### config.mk
export PLATFORM = sky130hd
export DESIGN_NAME = float_integer_power
export DESIGN_NICKNAME = d
export VERILOG_FILES = /design/src/rtl/fip_pkg.sv /design/src/rtl/fip_fpu.sv /design/src/rtl/float_integer_power.sv
export SDC_FILE = /design/constraint.sdc
export NUM_CORES = 2
export LEC_CHECK = 0
export ABC_AREA = 1
export BUFFER_PORTS_ARGS = -buffer_cell sky130_fd_sc_hd__buf_4
export CAP_MARGIN = 20
export CORE_MARGIN = 10
export CORE_UTILIZATION = 43
export CTS_CLUSTER_SIZE = 25
export DETAILED_ROUTE_END_ITERATION = 10
export PLACE_DENSITY = 0.63
export RECOVER_POWER = 50
export SLEW_MARGIN = 15
export SYNTH_ARGS = -nofsm -noshare
export SYNTH_HDL_FRONTEND = slang
export SYNTH_SLANG_ARGS = --single-unit
### constraint.sdc
create_clock -name i_clk -period 11.55 [get_ports i_clk]
set_input_delay 2.31 -clock i_clk [delete_from_list [all_inputs] [get_ports i_clk]]
set_output_delay 2.31 -clock i_clk [all_outputs]
set_load 0.02 [all_outputs]
### src/rtl/fip_pkg.sv
// ----------------------------------------------------------------------------
// fip_pkg
// Types and constants shared by the float integer power sequencer and its
// shared binary32 multiply/divide unit.
// ----------------------------------------------------------------------------
`default_nettype none

package fip_pkg;

    localparam logic [31:0] FP_ONE       = 32'h3F80_0000;
    localparam logic [31:0] FP_CANON_NAN = 32'h7FC0_0000;
    localparam logic [7:0]  FP_EXP_MAX   = 8'hFF;

    typedef enum logic {
        OP_MUL,
        OP_DIV
    } t_fpu_op;

    // Request from the sequencer to the arithmetic unit.
    typedef struct packed {
        logic    start;
        t_fpu_op op;
    } t_fpu_req;

    typedef enum logic [2:0] {
        FPU_IDLE,
        FPU_PRE,
        FPU_MUL,
        FPU_MULS,
        FPU_DIV,
        FPU_DIVS,
        FPU_POST,
        FPU_RND
    } t_fpu_state;

    typedef enum logic [1:0] {
        SEQ_IDLE,
        SEQ_ISSUE,
        SEQ_WAIT,
        SEQ_OUT
    } t_seq_state;

endpackage

`default_nettype wire

### src/rtl/fip_fpu.sv
// ----------------------------------------------------------------------------
// fip_fpu
// Multi-cycle binary32 multiply or divide, round to nearest even, with
// subnormals and infinities. Any NaN result is the canonical quiet NaN.
// ----------------------------------------------------------------------------
`default_nettype none

module fip_fpu import fip_pkg::*; (
    input  wire logic        i_clk,
    input  wire logic        i_rst_n,
    input  wire t_fpu_req    i_req,
    input  wire logic [31:0] i_a,
    input  wire logic [31:0] i_b,
    output logic             o_done,
    output logic [31:0]      o_result
);

    t_fpu_state r_state, n_state;
    t_fpu_op    r_op, n_op;
    logic              r_sign, n_sign;
    logic signed [9:0] r_ea, n_ea, r_eb, n_eb;
    logic [23:0]       r_ma, n_ma, r_mb, n_mb;
    logic [47:0]       r_prod, n_prod;
    logic [24:0]       r_rem, n_rem;
    logic [26:0]       r_q, n_q;
    logic [4:0]        r_cnt, n_cnt;
    logic [26:0]       r_s, n_s;
    logic signed [10:0] r_e, n_e;
    logic [31:0]       r_res, n_res;
    logic              r_done, n_done;

    logic a_nan, a_inf, a_zero, b_nan, b_inf, b_zero;
    logic        div_ge;
    logic [24:0] div_diff;
    logic [23:0] rnd_m;
    logic        rnd_inc;
    logic [24:0] rnd_m2;
    logic signed [10:0] rnd_ef;

    always_comb begin
        a_nan  = (i_a[30:23] == FP_EXP_MAX) && (i_a[22:0] != 23'd0);
        a_inf  = (i_a[30:23] == FP_EXP_MAX) && (i_a[22:0] == 23'd0);
        a_zero = (i_a[30:0] == 31'd0);
        b_nan  = (i_b[30:23] == FP_EXP_MAX) && (i_b[22:0] != 23'd0);
        b_inf  = (i_b[30:23] == FP_EXP_MAX) && (i_b[22:0] == 23'd0);
        b_zero = (i_b[30:0] == 31'd0);

        div_ge   = (r_rem >= {1'b0, r_mb});
        div_diff = div_ge ? (r_rem - {1'b0, r_mb}) : r_rem;

        // s[25] is the hidden bit, s[1] the guard bit and s[0] the sticky bit.
        rnd_m   = r_s[25:2];
        rnd_inc = r_s[1] & (r_s[0] | rnd_m[0]);
        rnd_m2  = {1'b0, rnd_m} + {24'd0, rnd_inc};
        if (rnd_m2[24]) begin
            rnd_ef = r_e + 11'sd1;
        end else if (rnd_m2[23]) begin
            rnd_ef = r_e;
        end else begin
            rnd_ef = 11'sd0;
        end
    end

    always_ff @(posedge i_clk) begin
        if (!i_rst_n) begin
            r_state <= FPU_IDLE;
            r_done  <= 1'b0;
        end else begin
            r_state <= n_state;
            r_done  <= n_done;
        end
        r_op   <= n_op;
        r_sign <= n_sign;
        r_ea   <= n_ea;
        r_eb   <= n_eb;
        r_ma   <= n_ma;
        r_mb   <= n_mb;
        r_prod <= n_prod;
        r_rem  <= n_rem;
        r_q    <= n_q;
        r_cnt  <= n_cnt;
        r_s    <= n_s;
        r_e    <= n_e;
        r_res  <= n_res;
    end

    always_comb begin
        n_state = r_state;
        n_op    = r_op;
        n_sign  = r_sign;
        n_ea    = r_ea;
        n_eb    = r_eb;
        n_ma    = r_ma;
        n_mb    = r_mb;
        n_prod  = r_prod;
        n_rem   = r_rem;
        n_q     = r_q;
        n_cnt   = r_cnt;
        n_s     = r_s;
        n_e     = r_e;
        n_res   = r_res;
        n_done  = 1'b0;

        unique case (r_state)
            FPU_IDLE: begin
                if (i_req.start) begin
                    n_op   = i_req.op;
                    n_sign = i_a[31] ^ i_b[31];
                    n_ma   = {(i_a[30:23] != 8'd0), i_a[22:0]};
                    n_mb   = {(i_b[30:23] != 8'd0), i_b[22:0]};
                    n_ea   = (i_a[30:23] == 8'd0) ? 10'sd1 : $signed({2'b00, i_a[30:23]});
                    n_eb   = (i_b[30:23] == 8'd0) ? 10'sd1 : $signed({2'b00, i_b[30:23]});
                    n_state = FPU_PRE;
                    if (i_req.op == OP_MUL) begin
                        if (a_nan || b_nan || (a_inf && b_zero) || (a_zero && b_inf)) begin
                            n_res = FP_CANON_NAN;
                            n_done = 1'b1;
                            n_state = FPU_IDLE;
                        end else if (a_inf || b_inf) begin
                            n_res = {i_a[31] ^ i_b[31], FP_EXP_MAX, 23'd0};
                            n_done = 1'b1;
                            n_state = FPU_IDLE;
                        end else if (a_zero || b_zero) begin
                            n_res = {i_a[31] ^ i_b[31], 31'd0};
                            n_done = 1'b1;
                            n_state = FPU_IDLE;
                        end
                    end else begin
                        if (a_nan || b_nan || (a_inf && b_inf) || (a_zero && b_zero)) begin
                            n_res = FP_CANON_NAN;
                            n_done = 1'b1;
                            n_state = FPU_IDLE;
                        end else if (a_inf || b_zero) begin
                            n_res = {i_a[31] ^ i_b[31], FP_EXP_MAX, 23'd0};
                            n_done = 1'b1;
                            n_state = FPU_IDLE;
                        end else if (a_zero || b_inf) begin
                            n_res = {i_a[31] ^ i_b[31], 31'd0};
                            n_done = 1'b1;
                            n_state = FPU_IDLE;
                        end
                    end
                end
            end
            FPU_PRE: begin
                // Subnormal operands are normalized one bit per cycle.
                if (!r_ma[23]) begin
                    n_ma = {r_ma[22:0], 1'b0};
                    n_ea = r_ea - 10'sd1;
                end
                if (!r_mb[23]) begin
                    n_mb = {r_mb[22:0], 1'b0};
                    n_eb = r_eb - 10'sd1;
                end
                if (r_ma[23] && r_mb[23]) begin
                    n_rem = {1'b0, r_ma};
                    n_q   = 27'd0;
                    n_cnt = 5'd0;
                    if (r_op == OP_MUL) begin
                        n_e = {r_ea[9], r_ea} + {r_eb[9], r_eb} - 11'sd127;
                        n_state = FPU_MUL;
                    end else begin
                        n_e = {r_ea[9], r_ea} - {r_eb[9], r_eb} + 11'sd127;
                        n_state = FPU_DIV;
                    end
                end
            end
            FPU_MUL: begin
                n_prod  = r_ma * r_mb;
                n_state = FPU_MULS;
            end
            FPU_MULS: begin
                n_s     = {r_prod[47:22], |r_prod[21:0]};
                n_state = FPU_POST;
            end
            FPU_DIV: begin
                n_q   = {r_q[25:0], div_ge};
                n_rem = {div_diff[23:0], 1'b0};
                n_cnt = r_cnt + 5'd1;
                if (r_cnt == 5'd26) begin
                    n_state = FPU_DIVS;
                end
            end
            FPU_DIVS: begin
                if (r_q[26]) begin
                    n_s = {1'b0, r_q[26:2], r_q[1] | r_q[0] | (r_rem != 25'd0)};
                end else begin
                    n_s = {1'b0, r_q[25:1], r_q[0] | (r_rem != 25'd0)};
                    n_e = r_e - 11'sd1;
                end
                n_state = FPU_POST;
            end
            FPU_POST: begin
                if (r_s[26] || ((r_e < 11'sd1) && (r_e >= -11'sd30))) begin
                    n_s = {1'b0, r_s[26:2], r_s[1] | r_s[0]};
                    n_e = r_e + 11'sd1;
                end else if (r_e < 11'sd1) begin
                    // Far below the subnormal range only the sticky bit remains.
                    n_s = {26'd0, |r_s};
                    n_e = 11'sd1;
                end else begin
                    n_state = FPU_RND;
                end
            end
            FPU_RND: begin
                if (rnd_ef > 11'sd254) begin
                    n_res = {r_sign, FP_EXP_MAX, 23'd0};
                end else begin
                    n_res = {r_sign, rnd_ef[7:0], rnd_m2[22:0]};
                end
                n_done  = 1'b1;
                n_state = FPU_IDLE;
            end
            default: n_state = FPU_IDLE;
        endcase
    end

    assign o_done   = r_done;
    assign o_result = r_res;

endmodule

`default_nettype wire

### src/rtl/float_integer_power.sv
// ----------------------------------------------------------------------------
// float_integer_power
// Raises a binary32 base to a signed 32-bit integer power by squaring.
// ----------------------------------------------------------------------------
// Input channel: i_in_valid / o_in_ready carry i_base_bits and i_exponent.
// Output channel: o_out_valid / i_out_ready carry o_result_bits.
// One transaction is worked on at a time; o_in_ready is high only while idle.
// All 32 bits of the exponent magnitude are scanned, most significant first,
// through one shared multiply/divide unit. Per bit: a clear bit costs one
// multiply, a set bit of a positive exponent two multiplies, a set bit of a
// negative exponent a multiply and a divide. A multiply takes an extra step
// when the significand product reaches two. A subnormal operand is first
// normalized, a subnormal result is shifted right bit by bit, and a zero,
// infinite or NaN operand ends the operation early with a special result.
// The next transaction can be accepted in the cycle after the result is taken.
// The result stays on o_result_bits with o_out_valid high until the receiver
// takes it; a stall only holds the block in that state.
// Reset is synchronous and active low and returns the block to idle.
// ----------------------------------------------------------------------------
`default_nettype none

module float_integer_power import fip_pkg::*; (
    input  wire logic               i_clk,
    input  wire logic               i_rst_n,
    input  wire logic               i_in_valid,
    output logic                    o_in_ready,
    input  wire logic [31:0]        i_base_bits,
    input  wire logic signed [31:0] i_exponent,
    output logic                    o_out_valid,
    input  wire logic               i_out_ready,
    output logic [31:0]             o_result_bits
);

    t_seq_state  r_state, n_state;
    logic [31:0] r_x, n_x;
    logic [31:0] r_mag, n_mag;
    logic        r_neg, n_neg;
    logic [31:0] r_acc, n_acc;
    logic [31:0] r_tmp, n_tmp;
    logic [4:0]  r_bit, n_bit;
    logic        r_phase, n_phase;

    t_fpu_req    fpu_req;
    logic [31:0] fpu_a, fpu_b;
    logic        fpu_done;
    logic [31:0] fpu_res;
    logic        cur_set;

    fip_fpu u_fpu (
        .i_clk   (i_clk),
        .i_rst_n (i_rst_n),
        .i_req   (fpu_req),
        .i_a     (fpu_a),
        .i_b     (fpu_b),
        .o_done  (fpu_done),
        .o_result(fpu_res)
    );

    always_ff @(posedge i_clk) begin
        if (!i_rst_n) begin
            r_state <= SEQ_IDLE;
        end else begin
            r_state <= n_state;
        end
        r_x     <= n_x;
        r_mag   <= n_mag;
        r_neg   <= n_neg;
        r_acc   <= n_acc;
        r_tmp   <= n_tmp;
        r_bit   <= n_bit;
        r_phase <= n_phase;
    end

    always_comb begin
        cur_set = r_mag[r_bit];

        // Operand selection for the current step.
        fpu_req.op = OP_MUL;
        fpu_a      = r_acc;
        fpu_b      = r_acc;
        if (cur_set && !r_neg) begin
            fpu_a = r_phase ? r_tmp : r_x;
        end else if (cur_set && r_phase) begin
            fpu_req.op = OP_DIV;
            fpu_a      = r_tmp;
            fpu_b      = r_x;
        end
        fpu_req.start = (r_state == SEQ_ISSUE);
    end

    always_comb begin
        n_state = r_state;
        n_x     = r_x;
        n_mag   = r_mag;
        n_neg   = r_neg;
        n_acc   = r_acc;
        n_tmp   = r_tmp;
        n_bit   = r_bit;
        n_phase = r_phase;
        o_in_ready  = 1'b0;
        o_out_valid = 1'b0;

        unique case (r_state)
            SEQ_IDLE: begin
                o_in_ready = 1'b1;
                if (i_in_valid) begin
                    n_x     = i_base_bits;
                    n_neg   = i_exponent[31];
                    n_mag   = i_exponent[31] ? (32'd0 - i_exponent) : i_exponent;
                    n_acc   = FP_ONE;
                    n_bit   = 5'd31;
                    n_phase = 1'b0;
                    n_state = SEQ_ISSUE;
                end
            end
            SEQ_ISSUE: begin
                n_state = SEQ_WAIT;
            end
            SEQ_WAIT: begin
                if (fpu_done) begin
                    if (cur_set && !r_phase) begin
                        n_tmp   = fpu_res;
                        n_phase = 1'b1;
                        n_state = SEQ_ISSUE;
                    end else begin
                        n_acc   = fpu_res;
                        n_phase = 1'b0;
                        if (r_bit == 5'd0) begin
                            n_state = SEQ_OUT;
                        end else begin
                            n_bit   = r_bit - 5'd1;
                            n_state = SEQ_ISSUE;
                        end
                    end
                end
            end
            SEQ_OUT: begin
                o_out_valid = 1'b1;
                if (i_out_ready) begin
                    n_state = SEQ_IDLE;
                end
            end
            default: n_state = SEQ_IDLE;
        endcase
    end

    assign o_result_bits = r_acc;

    a_ready_excl: assert property (@(posedge i_clk) disable iff (!i_rst_n)
        !(o_in_ready && o_out_valid))
        else $error("input ready while a result is pending");

    a_start_busy: assert property (@(posedge i_clk) disable iff (!i_rst_n)
        (i_in_valid && o_in_ready) |=> !o_in_ready && !o_out_valid)
        else $error("accepted transaction did not start work");

    a_done_in_wait: assert property (@(posedge i_clk) disable iff (!i_rst_n)
        fpu_done |-> (r_state == SEQ_WAIT))
        else $error("arithmetic unit finished outside a wait");

endmodule

`default_nettype wire
# After elaboration in Yosys (flattened, before gate mapping)
# Index checks and enable logic that the tools add are counted.
# classes
reduce_logical,63
magnitude_cmp,5
n_bitwise,7
n_mux,97
n_mul,1
n_eq_ne,29
add_sub_neg,13
# op_table
op,n
$mux 32,16
$pmux 32 s2,2
$mux 24,5
$pmux 24 s2,2
$mux 27,3
$pmux 27 s3,1
$mux 11,7
$logic_not 31->1,2
$mux 31,2
$pmux 27 s2,1
$pmux 25 s2,1
$mul 24x24->48,1
$logic_not 23->1,2
$reduce_bool 23->1,2
$mux 10,4
$pmux 10 s2,2
$mux 3,11
$pmux 11 s3,1
$sub 1x32->32 const A,1
$reduce_or 27->1,1
$mux 26,1
$add 24x1->25,1
$ge 25x24->1,1
$mux 25,1
other kinds (55),144
# word_totals
ff_bits,386
wordCells,241

# Depth between registers and ports, before layout
# logic_depth
depth_word,14
depth_mapped,30

# Modules after synthesis
# Synthesis repeated with hierarchy kept, for this count alone.
# unflattened
hier_cells,5190
area_unflattened_um2,42376.9
# by_module_without_submodules
mod,n_inst,seq_area_each_um2,cells_per_inst,area_per_inst_um2
fip_fpu,1,7437.1,4280,34488.1
float_integer_power,1,4093.9,910,7888.8

# Worst setup path before layout
# OpenSTA, ideal clock, no wires.
# synth_path
path_type,reg-to-reg
start,reg u_fpu.r_mb[1]
end,reg u_fpu.r_prod[47] (data pin)
setup_time_ns,0.269
arrival_ns,6.580
t_required_ns,11.281
path_buffers,2
synth_period_minus_slack_ns,6.849
path_slack_ns,4.701
path_stages_with_launch,30
path_cell_list,edfxtp_1 -> clkbuf_1 -> clkbuf_1 -> nand2_1 -> inv_1 -> fa_1 -> fa_1 -> inv_1 -> fa_1 -> inv_1 -> fa_1 -> inv_1 -> fa_1 -> inv_1 -> fa_1 -> inv_1 -> fa_1 -> inv_1 -> ha_1 -> a21oi_1 -> inv_1 -> a21oi_1 -> inv_1 -> a21oi_1 -> nor3_1 -> a211oi_1 -> o21ai_0 -> a21boi_0 -> o31ai_1 -> xor2_1
# synth_via
elab_chain_len,1
# synth_lines
item,line_no,rtl
start: declaration,fip_fpu.sv:22,"logic [23:0] r_ma, n_ma, r_mb, n_mb;"
start signal: assignment,fip_fpu.sv:77,r_mb <= n_mb;
$mul 24x24->48,fip_fpu.sv:169,n_prod = r_ma * r_mb;
end signal: assignment,fip_fpu.sv:78,r_prod <= n_prod;
end: declaration,fip_fpu.sv:23,"logic [47:0] r_prod, n_prod;"
# No other way between the ends.
# A chain may end at the register's enable or synchronous reset.

# Final worst setup path
# layout_path
start,reg u_fpu.r_mb[0]
end,reg u_fpu.r_prod[47] (data pin)
# The elaborated chain is that of the path after synthesis.

==> impl_metrics.json <==
{
  "ys_seq_area_frac": 0.276,
  "drt-pass1-iter-count": 6,
  "diodes": 0,
  "fin_crit_ns": 8.42,
  "critPathCaptureType": "flip-flop",
  "cp_num_buf_inv": 6,
  "worstHoldPathType": "flip-flop to flip-flop",
  "ys_warn_count": 0,
  "period_share": 0.729,
  "critical_path_class": "flip-flop to flip-flop",
  "ant_nets": 0,
  "timing.slew.headroom": -1.51,
  "cts_max_level": 2,
  "grt_pass1_vias": 33300,
  "start_util": 0.433,
  "path_common_cell": "fa_1",
  "vias": 33400,
  "grt_pass1_wl_mm": 191,
  "yosysUniqueCellTypes": 62,
  "ys_top_cells_by_area": "edfxtp_1 (27%), fa_1 (23%), inv_1 (11%)",
  "cts_sinks": 386,
  "port_buffers": 101,
  "core-area_mm2": 0.0966,
  "drc": 0,
  "tns_ns": 0,
  "required_ns": 11.90,
  "area_delta_synth_final_pct": 8.10,
  "cts_root_buf": "clkbuf_16",
  "synthFlopType": "edfxtp_1",
  "fillers": 9315,
  "wl_per_cell_um": 18.7,
  "syn_inst": 5131,
  "dieHeight_um": 332,
  "synth-edff-count": 380,
  "multiInputGateArea_mm2": 0.0247,
  "cts_tree": "built",
  "rows": 114,
  "clockBufferDepth": 3,
  "die_area_mm2": 0.110,
  "die_x_um": 332,
  "arrival_ns": 8.76,
  "hpwl_mm": 92.3,
  "syn_area_mm2": 0.0418,
  "syn-num-nets": 5931,
  "numCtsBuffers": 43,
  "rsz0062_at_grt": "no",
  "clkSlewWorstSetupHoldPaths_ns": 0.06,
  "finalMaxSlewViolations": 391,
  "hold_viol": 0,
  "cts_setup_buffers": 0,
  "drv_cap": 8,
  "ff2ff_setup_slack_ns": 3.13,
  "critPathSlowestCell": "clkbuf_1",
  "status": "finished with violations",
  "path_cells": "clkbuf_1 > nand2_1 > inv_1 > fa_1 > fa_1 > inv_1 > fa_1 > fa_1 > inv_1 > fa_1 > fa_1 > inv_1 > fa_1 > inv_1 > ha_1 > nand2_1 > nor2_1 > nand3_1 > nor3_1 > a211oi_1 > o21ai_0 > a21boi_0 > o31ai_1 > xor2_1",
  "grt_overflow": 0,
  "clock_latency_ns": 0.60,
  "max_stage_delay_ns": 1.05,
  "worstPathMaxFanout": 25,
  "viasPerCell": 5.21,
  "fin_nets": 5898,
  "drt_iter0_markers": 3205,
  "hold_buffers": 0,
  "final.setup_skew_ns": 0.0130,
  "antenna_found_initial": 1,
  "drive_gt1_frac": 0.0540,
  "synthArstFlopShare": 0,
  "crit_family": "adder cells",
  "setup_violations": 0,
  "critPathLaunchType": "flip-flop",
  "synth_top_cell_area_share": 0.273,
  "grt_use_total": 0.216,
  "gp_routability_congestion": 0.940,
  "worst_pin_slew_ns": 3.76,
  "wirelength_mm": 120,
  "grt_max_degree": 79,
  "synthTopCellsByCount": "inv_1 (1,227), nand2_1 (1,221), fa_1 (485), edfxtp_1 (380), nor2_1 (359)",
  "postSynthAreaPerCell_um2": 8.15,
  "ys_seq_elements": 386,
  "yosysTopAreaCell": "edfxtp_1",
  "fmax_ghz": 0.119,
  "ctsResizeCount": 0,
  "boundaryPins": 102,
  "violations": "capacitance limit, slew limit",
  "seq_area_mm2": 0.0115,
  "synth_most_common_cell": "inv_1"
}
==> final timing paths <==
kind              depth (start not counted)          startpoint               end
setup / recovery                         24       u_fpu.r_mb[0]  u_fpu.r_prod[47]
hold / removal                            0  u_fpu.o_result[25]         r_tmp[25]
setup reg to reg                         24       u_fpu.r_mb[0]  u_fpu.r_prod[47]
hold reg to reg                           0  u_fpu.o_result[25]         r_tmp[25]
==> registers in the layout, summed over array words and instances (netlist names), 24 cells and up <==
signal,count
u_fpu.r_rem,25
u_fpu.r_prod,48
r_x,32
u_fpu.r_s,27
r_tmp,32
r_mag,32
u_fpu.r_mb,24
u_fpu.r_q,27
u_fpu.r_ma,24
u_fpu.o_result,32
o_result_bits,32
==> layer usage <==
metal / GRT usage / vias up / part of all wire
li1: - / 15600 / -
met1: 0.308 / 16300 / 0.45
met2: 0.346 / 1282 / 0.45
met3: 0.0261 / 170 / 0.075
met4: 0.0513 / 2 / 0.024
met5: 0 / - / 0.00011
==> per-stage QoR <==
step / hold slack, ns / cell area, µm² / worst slack [ns] / util / instances
5_1_grt: 0.456 / 45200 / 2.82 / 0.468 / 6406
6_report: 0.435 / 45200 / 3.13 / 0.468 / 6406
2_1_floorplan: 0.418 / 41800 / 4.70 / - / 5131
3_3_place_gp: 0.422 / 43700 / 3.50 / 0.452 / 6322
4_1_cts: 0.436 / 45200 / 3.36 / 0.468 / 6399
3_5_place_dp: 0.426 / 43700 / 3.39 / 0.452 / 6322
==> layout make-up <==
type                       count  share of cell area
clock inverter                29             0.00922
sequential                   386               0.255
tap                         1276              0.0353
multi-input combinational   3270               0.546
clock buffer                  48              0.0242
timing repair buffer         165              0.0275
inverter                    1232               0.102
==> kinds of logic after synthesis <==
group / count (synthesis) / share of synthesized area
DFF: 386 / 0.276
and+or+nand+nor: 1874 / 0.182
AOI/OAI and AO/OA: 533 / 0.0740
xor gates and xnor gates: 128 / 0.0268
muxes: 3 / 0.000718
buffers and inverters: 1475 / 0.134
adders and majority gates: 732 / 0.306
==> cell usage in the layout (no fill, tap or decap), types with 9 or more instances in the layout <==
| cell type | instances |
|---|---|
| a21oi_1 | 153 |
| a31oi_1 | 14 |
| buf_4 | 113 |
| bufinv_16 | 9 |
| clkbuf_1 | 20 |
| clkbuf_16 | 43 |
| clkbuf_4 | 31 |
| edfxtp_1 | 380 |
| fa_1 | 485 |
| ha_1 | 247 |
| inv_1 | 1226 |
| nand2_1 | 1221 |
| nand3_1 | 114 |
| nand4_1 | 57 |
| nor2_1 | 355 |
| nor2_2 | 9 |
| nor3_1 | 40 |
| nor4_1 | 25 |
| o211ai_1 | 63 |
| o21ai_0 | 185 |
| o21ai_1 | 12 |
| o22ai_1 | 43 |
| o31ai_1 | 10 |
| or2_2 | 33 |
| xnor2_1 | 57 |
| xor2_1 | 71 |
==> worst reg2reg max path: cells and delay by family, from the launching register on <==
| kind | cells | cell delay [ns] |
|---|---|---|
| buffers and inverters | 6 | 1.39 |
| DFF | 1 | 0.45 |
| adders and majority gates | 8 | 3.85 |
| and+or+nand+nor | 5 | 0.72 |
| xor gates and xnor gates | 1 | 0.10 |
| AOI/OAI and AO/OA | 4 | 1.67 |
Power is left out: the tool's default activity adds up to more than one toggle a clock period on the data nets, which glitch-free logic cannot reach.
